$ cat src/pure_pursuit_steering_macros.svh
// ----------------------------------------------------------------------------
// Pure pursuit steering assertion macros
// Concurrent assertion helpers for the steering block; empty when SYNTH is set.
// ----------------------------------------------------------------------------
`ifndef PURE_PURSUIT_STEERING_MACROS_SVH
`define PURE_PURSUIT_STEERING_MACROS_SVH

`ifndef SYNTH
`define PPS_ASSERT_ALWAYS(label, cond) \
  label: assert property (@(posedge clk) disable iff (!rst_n) (cond)) \
    else $error("pps: invariant violated");
`define PPS_ASSERT_IMPLY(label, ante, cons) \
  label: assert property (@(posedge clk) disable iff (!rst_n) (ante) |-> (cons)) \
    else $error("pps: implication violated");
`define PPS_ASSERT_NEXT(label, ante, cons) \
  label: assert property (@(posedge clk) disable iff (!rst_n) (ante) |=> (cons)) \
    else $error("pps: next-cycle check violated");
`else
`define PPS_ASSERT_ALWAYS(label, cond)
`define PPS_ASSERT_IMPLY(label, ante, cons)
`define PPS_ASSERT_NEXT(label, ante, cons)
`endif

`endif

$ cat src/pps_pkg.sv
// ----------------------------------------------------------------------------
// Pure pursuit steering package
// Shared constants, codes and state types of the steering block.
// ----------------------------------------------------------------------------
package pps_pkg;

  localparam int MAX_POINTS = 256;
  localparam int IDX_W      = $clog2(MAX_POINTS);
  localparam int LEN_W      = $clog2(MAX_POINTS + 1);
  localparam logic [LEN_W-1:0] LEN_MAX = LEN_W'(MAX_POINTS);

  // Shared divider: 81-bit dividend, 64-bit divisor, one quotient bit a cycle.
  localparam int DIV_N_W   = 81;
  localparam int DIV_D_W   = 64;
  localparam int DIV_CNT_W = $clog2(DIV_N_W);

  localparam logic [63:0] MIN_DIST_SQ = 64'd4294967;
  localparam logic [31:0] ONE_Q30     = 32'h4000_0000;

  localparam logic [30:0] RST_LOOKAHEAD = 31'd32768;
  localparam logic [30:0] RST_SPEED     = 31'd19661;
  localparam logic [30:0] RST_GAIN      = 31'd65536;

  typedef enum logic [1:0] {
    CFG_LOOKAHEAD = 2'd0,
    CFG_SPEED     = 2'd1,
    CFG_GAIN      = 2'd2
  } cfg_idx_t;

  typedef enum logic [1:0] {
    ST_CMD     = 2'd0,
    ST_EMPTY   = 2'd1,
    ST_STORED  = 2'd2,
    ST_DROPPED = 2'd3
  } status_t;

  typedef enum logic [0:0] {
    OP_STORE = 1'b0,
    OP_QUERY = 1'b1
  } opcode_t;

  typedef enum logic [3:0] {
    S_IDLE,
    S_SCAN,
    S_CGO,
    S_CWAIT,
    S_SGO,
    S_SWAIT,
    S_MULT,
    S_YSUM,
    S_GAIN,
    S_AGO,
    S_AWAIT,
    S_RESP
  } state_t;

endpackage

$ cat src/pps_div.sv
// ----------------------------------------------------------------------------
// Restoring divider
// Unsigned divider that produces one quotient bit per cycle.
// ----------------------------------------------------------------------------
module pps_div (
  input  logic                         clk,
  input  logic                         rst_n,
  input  logic                         start,
  input  logic [pps_pkg::DIV_N_W-1:0]  dividend,
  input  logic [pps_pkg::DIV_D_W-1:0]  divisor,
  output logic                         done,
  output logic [pps_pkg::DIV_N_W-1:0]  quotient
);

  logic                            run_r;
  logic                            done_r;
  logic [pps_pkg::DIV_CNT_W-1:0]   cnt_r;
  logic [pps_pkg::DIV_N_W-1:0]     dvd_r;
  logic [pps_pkg::DIV_D_W-1:0]     rem_r;
  logic [pps_pkg::DIV_D_W-1:0]     den_r;
  logic [pps_pkg::DIV_D_W:0]       shifted;
  logic [pps_pkg::DIV_D_W:0]       diff;
  logic                            ge;

  // The remainder stays below the divisor, so one extra bit holds the shift.
  always_comb begin
    shifted = {rem_r, dvd_r[pps_pkg::DIV_N_W-1]};
    diff    = shifted - {1'b0, den_r};
    ge      = (shifted >= {1'b0, den_r});
  end

  always_ff @(posedge clk) begin
    if (!rst_n) begin
      run_r  <= 1'b0;
      done_r <= 1'b0;
      cnt_r  <= '0;
    end else begin
      done_r <= 1'b0;
      if (start) begin
        run_r <= 1'b1;
        cnt_r <= pps_pkg::DIV_CNT_W'(pps_pkg::DIV_N_W - 1);
      end else if (run_r) begin
        cnt_r <= cnt_r - 1'b1;
        if (cnt_r == '0) begin
          run_r  <= 1'b0;
          done_r <= 1'b1;
        end
      end
    end
  end

  always_ff @(posedge clk) begin
    if (start) begin
      dvd_r <= dividend;
      rem_r <= '0;
      den_r <= divisor;
    end else if (run_r) begin
      dvd_r <= {dvd_r[pps_pkg::DIV_N_W-2:0], ge};
      rem_r <= ge ? diff[pps_pkg::DIV_D_W-1:0] : shifted[pps_pkg::DIV_D_W-1:0];
    end
  end

  assign done     = done_r;
  assign quotient = dvd_r;

endmodule

$ cat config.mk
export PLATFORM = sky130hd
export DESIGN_NAME = pps_div
export DESIGN_NICKNAME = d
export VERILOG_FILES = /design/src/pure_pursuit_steering_macros.svh /design/src/pps_pkg.sv /design/src/pps_div.sv
export SDC_FILE = /design/constraint.sdc
export NUM_CORES = 1
export LEC_CHECK = 0
export ABC_AREA = 1
export BUFFER_PORTS_ARGS = -buffer_cell sky130_fd_sc_hd__buf_2
export CAP_MARGIN = 20
export CORE_ASPECT_RATIO = 0.8
export CORE_UTILIZATION = 54
export CTS_BUF_LIST = sky130_fd_sc_hd__clkbuf_2 sky130_fd_sc_hd__clkbuf_4 sky130_fd_sc_hd__clkbuf_8
export DETAILED_ROUTE_END_ITERATION = 8
export GPL_TIMING_DRIVEN = 1
export MAX_ROUTING_LAYER = met4
export PLACE_DENSITY = 0.79
export SLEW_MARGIN = 5
export SYNTH_ARGS = -nofsm -noshare
export SYNTH_HDL_FRONTEND = slang
export SYNTH_SLANG_ARGS = --single-unit
$ cat constraint.sdc
create_clock -name clk -period 3.69 [get_ports clk]
set_clock_uncertainty 0.2 [all_clocks]
set_input_delay 0.1845 -clock clk [delete_from_list [all_inputs] [get_ports clk]]
set_output_delay 0.1845 -clock clk [all_outputs]
set_load 0.02 [all_outputs]
; Word level (Yosys, flattened, before mapping)
; Index checks and enable logic that the tools add are counted.
[totals]
word_cells = 25
inputBits = 148
rom_bits = 0
latch_bits = 0
out_inout_bits = 82
ff_bits = 218
ram_bits = 0
memories = 0
[classes]
muxes = 9
multipliers = 0
add_sub_neg = 2
order_cmp = 1
bitwise_logic = 2
n_div = 0
eq_ne = 0
reduce_logical = 4
shift = 0
[ops]
columns = operator, count
row1 = $mux 81, 2
row2 = $ge 65x64->1, 1
row3 = $mux 64, 1
row4 = $sub 64x64->64, 1
row5 = $mux 7, 2
row6 = $logic_not 7->1, 1
row7 = $sub 7x1->7 const B, 1
row8 = $mux 1, 4
row9 = $reduce_or 3->1, 1
row10 = $not 1->1, 2
row11 = $reduce_bool 2->1, 1
row12 = $reduce_or 2->1, 1

; Longest topological paths before layout
[logic_depth]
depth_word = 4
depth_mapped = 19
depth_no_buf = 19

; Least setup slack after synthesis
; Ideal clock, no wire load.
[synth_timing]
path_kind = register to register
startpoint = reg run_r
endpoint = reg dvd_r, in the netlist quotient[0], enable pin
path_buffers = 2
arrival_ns = 3.242
t_required_ns = 3.012
path_stages_with_launch = 5
synth_period_minus_slack_ns = 3.919
path_slack_ns = -0.229
cell_sequence = dfxtp_1 -> clkbuf_1 -> nor2_1 -> inv_1 -> clkbuf_1
[synth_between]
elab_chain_cells = 1
[synth_lines]
columns = element, line
row1 = from (decl), pps_div.sv:15  ; logic run_r;
row2 = from (signal assigned), pps_div.sv:34  ; run_r <= 1'b0;
row3 = from (signal assigned), pps_div.sv:40  ; run_r <= 1'b1;
row4 = from (signal assigned), pps_div.sv:45  ; run_r <= 1'b0;
row5 = $reduce_bool 2->1 (no line), n/a
row6 = to (signal assigned), pps_div.sv:54  ; dvd_r <= dividend;
row7 = to (signal assigned), pps_div.sv:58  ; dvd_r <= {dvd_r[pps_pkg::DIV_N_W-2:0], ge};
row8 = to (decl), pps_div.sv:18  ; logic [pps_pkg::DIV_N_W-1:0] dvd_r;
; Every way passes these cells.
; A chain may end at the register's enable or synchronous reset.

; Worst setup path in the final report
[layout_timing]
startpoint = reg den_r[7] in the netlist's numbering
endpoint = reg rem_r[31] in the netlist's numbering
[layout_between]
elab_chain_cells = 2
word_cells_on_any_way = 3
[layout_lines]
columns = element, line
row1 = from (decl), pps_div.sv:20  ; logic [pps_pkg::DIV_D_W-1:0] den_r;
row2 = from (signal assigned), pps_div.sv:56  ; den_r <= divisor;
row3 = $sub 64x64->64 / $ge 65x64->1 (equally long branches), "pps_div.sv:28, pps_div.sv:29"
row4 = $mux 64 *, pps_div.sv:59  ; rem_r <= ge ? diff[pps_pkg::DIV_D_W-1:0] : shifted[pps_pkg::DIV_D_W-1:0];
row5 = to (signal assigned), pps_div.sv:59
row6 = to (decl), pps_div.sv:19  ; logic [pps_pkg::DIV_D_W-1:0] rem_r;
; Mark *: on every way between the ends. The rest lies on a longest branch, timed or not.

==> metrics.log <==
[metrics] Yosys top cell area share: 29.2%
[metrics] 1st-iter DRT viols: 1435
[metrics] Leakage: 10.1 nW
[metrics] IO Pins: 230
[metrics] fraction of final layout cells sized beyond drive strength 1: 13.1%
[metrics] Pre-Repair DR Iteration Count: 6
[metrics] Yosys warning total: 0
[metrics] critical path required time: 3940 ps
[metrics] TNS Setup: 0 ps
[metrics] maximum single-stage delay on the critical path: 510 ps
[metrics] Hold Path Class: input pin to flip-flop
[metrics] Post-synth ARST share: 0%
[metrics] via count: 15600
[metrics] Highest Clock Rate: 0.326 GHz
[metrics] # diodes: 0
[metrics] switching power as a share of total power: 29.2%
[metrics] Worst setup startpoint: den_r[7]
[metrics] cell area after synthesis: 0.0149 mm2
[metrics] final critical-path share of the clock period: 83.0%
[metrics] vias in the first global route: 14900
[metrics] Least-Margin Pin Slew: 899 ps
[metrics] switching power of the nets: 0.00181 W
[metrics] total power divided by cell area: 333 mW/mm2
[metrics] clock tree from TritonCTS: yes
[metrics] effective utilization at floorplan: 55.9%
[metrics] final core area utilization: 69.6%
[metrics] sequential element share of the synthesized area: 39.0%
[metrics] post-layout min period: 3060 ps
[metrics] count of max-cap constraint violations: 0
[metrics] cell mode on critical path: sky130_fd_sc_hd__nand2_2
[metrics] level count of the clock H-tree: 2
[metrics] final weighted congestion of routability-driven global placement: 1.05
[metrics] CORE AREA: 0.0267 mm2
[metrics] min-delay src: divisor[28]
[metrics] DRC violations left: 0
[metrics] FF+latch count, synth: 218
[metrics] I/O Buffers: 229
[metrics] post-cts resize count: 0
[metrics] total power draw: 0.00618 W
[metrics] reg2reg path depth: 17
[metrics] type of the setup path with the least slack: flip-flop to flip-flop
[metrics] Total Die Area: 0.0283 mm2
[metrics] global router's overall resource usage: 37.1%
[metrics] endpoint kind of the worst setup timing path: flip-flop
[metrics] number of routed nets with antenna violations: 0
[metrics] Synth Instances: 2221
[metrics] reg2reg start: den_r[7]
[metrics] detailed placement HPWL: 35.9 mm
[metrics] part of the total power dissipated in combinational logic: 17.2%
[metrics] Slew Limit Headroom: 40.1%
[metrics] insertion delay of the later-clocked pin in the worst-skew pair: 570 ps
[metrics] Inserted Clock Buffers: 36
[metrics] largest net degree at the start of global routing: 87
[metrics] drt via density: 5.22
[metrics] number of distinct library cell variants in the gate-level netlist after synthesis: 36
[metrics] status: finished, final reports clean
[metrics] antenna violations before repair: 0
[metrics] top cells by instance count after synthesis: 947 x sky130_fd_sc_hd__nand2_1, 414 x sky130_fd_sc_hd__inv_1, 145 x sky130_fd_sc_hd__edfxtp_1, 145 x sky130_fd_sc_hd__nand3_1, 128 x sky130_fd_sc_hd__nor2_1
[metrics] cell accounting for the most synthesized area: sky130_fd_sc_hd__edfxtp_1
[metrics] clock power share: 35.9%
[metrics] ordered cell list for the critical path: inv_1, ha_1, nand2_2, inv_2, nand2_1, nand2_1, inv_2, nand3_2, nand2_2, nand2_2, nand2_2, nand2_4, nand3_4, buf_4, nand3_1, nand3_1, o21ai_1
[metrics] number of enable-type register cells in the synthesized netlist: 145
[metrics] ys flop type: sky130_fd_sc_hd__edfxtp_1
[metrics] ranking of synthesized cells by area: sky130_fd_sc_hd__edfxtp_1 29%, sky130_fd_sc_hd__nand2_1 24%, sky130_fd_sc_hd__inv_1 10%, sky130_fd_sc_hd__dfxtp_1 9.8%, sky130_fd_sc_hd__ha_1 5.5%
[metrics] maximum ir drop on the vdd rail: 0.375 mV
[metrics] register share of total power: 46.9%
[metrics] Pint: 0.00438 W
[metrics] Layout Cells excl Fill: 2980
[metrics] clock root buffer master: sky130_fd_sc_hd__clkbuf_8
[metrics] count of final hold-check violations: 0
[metrics] data arrival time of the worst path: 3310 ps
[metrics] clock input transition at the sequential cells of the worst setup and hold paths: 70 ps
[metrics] RSZ-0062 raised after global routing: no
[metrics] Synthesized Nets: 2435
[metrics] Final Hold Slack: 133 ps
[metrics] Avg Cell Area, Syn: 6.71 um2
[metrics] Hold Crit Depth: 2
[metrics] Routed Wire Length: 51.2 mm
[metrics] instance count after placement with tap cells included: 2769
[metrics] slowest cell on the critical path: sky130_fd_sc_hd__buf_4
[metrics] Area Growth Syn to Fin: 24.6%
[metrics] Setup-failing EPs final: 0
[metrics] count of clock tree sinks: 218
[metrics] CTS max path bufs: 3
[metrics] highest net fanout along the worst path: 42
[metrics] GRT Residual Overflow: 0
[metrics] max-slew violation total from the final report: 0
[metrics] Cell Rows: 53
[metrics] global-route wire length before repair: 79.4 mm
[metrics] horizontal extent of the die: 188 um
[metrics] average wire length per cell after detail routing: 17.2 um
[metrics] post-layout net count: 2811
[metrics] count leader, synth: sky130_fd_sc_hd__nand2_1
[metrics] die extent in y: 151 um
[metrics] Setup crit start kind: flip-flop
## flip-flops by register name, indices dropped and copies added, names as in the netlist
| signal | cells |
|---|---|
| quotient | 81 |
| den_r | 64 |
| rem_r | 64 |
| cnt_r | 7 |
| done | 1 |
| run_r | 1 |
## what timing repair did
item                       CTS  global route
setup endpoints to repair    0             0
hold buffers               147             0
hold endpoints to repair   169             0
setup buffers                0             0
## worst max-delay path: cells and delay by family, from the launching register on
family                   cells  cell delay, ps
AO/OA/AOI/OAI                1              90
adder cells (fa/ha/maj)      1             280
buffers and inverters        4             680
flip-flops                   1             360
AND/OR/NAND/NOR             11            1330
## worst paths after layout
check | to | slack (ps)
hold reg to reg | rem_r[34] | 280
hold / removal | den_r[28] | 130
setup / recovery | rem_r[31] | 630
setup reg to reg | rem_r[31] | 630
## metrics by stage
stage | cell area [um2] | setup WS (ps)
after floorplan | 14900 | 1080
final | 18600 | 626
after CTS | 18600 | 608
after detailed placement | 16400 | 646
after global placement | 16400 | 686
after global routing | 18600 | 369
## power groups by stage
stage / registers [W] / logic [W] / clock network (W)
floorplan: 0.00305 / 0.000429 / 0
global placement: 0.00293 / 0.000883 / 0
detailed placement: 0.00293 / 0.000895 / 0
CTS: 0.00288 / 0.00102 / 0.00222
global route: 0.00291 / 0.00114 / 0.00234
finish: 0.00290 / 0.00106 / 0.00222
## layer usage
| metal | global-route usage (%) | up-vias | part of all wire, % |
|---|---|---|---|
| li1 | - | 7572 | - |
| met1 | 49.9 | 7061 | 44 |
| met2 | 58.6 | 822 | 45 |
| met3 | 5.55 | 95 | 8.3 |
| met4 | 10.2 | 0 | 2.6 |
| met5 | - | - | 0 |
## cells in the final DEF, fill, tap and decap left out, types with 2 or more instances in the layout
cell type,count
sky130_fd_sc_hd__xor2_1,2
sky130_fd_sc_hd__nor2_1,126
sky130_fd_sc_hd__xnor2_1,33
sky130_fd_sc_hd__buf_4,11
sky130_fd_sc_hd__nand3_1,145
sky130_fd_sc_hd__edfxtp_1,145
sky130_fd_sc_hd__a21oi_1,50
sky130_fd_sc_hd__dlygate4sd3_1,147
sky130_fd_sc_hd__buf_12,3
sky130_fd_sc_hd__o21ai_0,38
sky130_fd_sc_hd__nand4_1,10
sky130_fd_sc_hd__o21bai_1,8
sky130_fd_sc_hd__a31oi_1,2
sky130_fd_sc_hd__buf_2,228
sky130_fd_sc_hd__and2_1,2
sky130_fd_sc_hd__ha_1,65
sky130_fd_sc_hd__dfxtp_1,73
sky130_fd_sc_hd__nand2_4,2
sky130_fd_sc_hd__nor3b_1,3
sky130_fd_sc_hd__a211oi_1,2
sky130_fd_sc_hd__clkinv_2,6
sky130_fd_sc_hd__nand2_2,5
sky130_fd_sc_hd__nor2_4,5
sky130_fd_sc_hd__nand3_2,5
sky130_fd_sc_hd__a21oi_2,2
sky130_fd_sc_hd__nand2_1,947
sky130_fd_sc_hd__nor2_2,7
sky130_fd_sc_hd__inv_1,412
sky130_fd_sc_hd__nand3b_1,44
sky130_fd_sc_hd__clkbuf_8,42
sky130_fd_sc_hd__nor3_1,11
sky130_fd_sc_hd__o21ai_1,11
sky130_fd_sc_hd__inv_8,2
sky130_fd_sc_hd__clkbuf_4,12
sky130_fd_sc_hd__inv_2,9
## kinds of logic (layout without fill, tap and decap cells)
group                    Yosys count  after routing  synth area share, %
adder cells (fa/ha/maj)           66             66                 5.59
buffers and inverters            473            875                 12.6
flip-flops                       218            218                 39.0
AND/OR/NAND/NOR                 1314           1314                 36.6
XOR/XNOR                          35             35                 2.06
AO/OA/AOI/OAI                    115            115                 4.13
## cell type report
class                           instances  area, um2
Tap cell                              357        447
Inverter                              422       1590
Sequential cell                       218       5820
Fill cell                            2224       8100
Clock buffer                           54        668
Multi-Input combinational cell       1530       7220
Timing Repair Buffer                  389       2760
Clock inverter                         10       65.1
No activity file was read; power rests on OpenSTA's default activity.
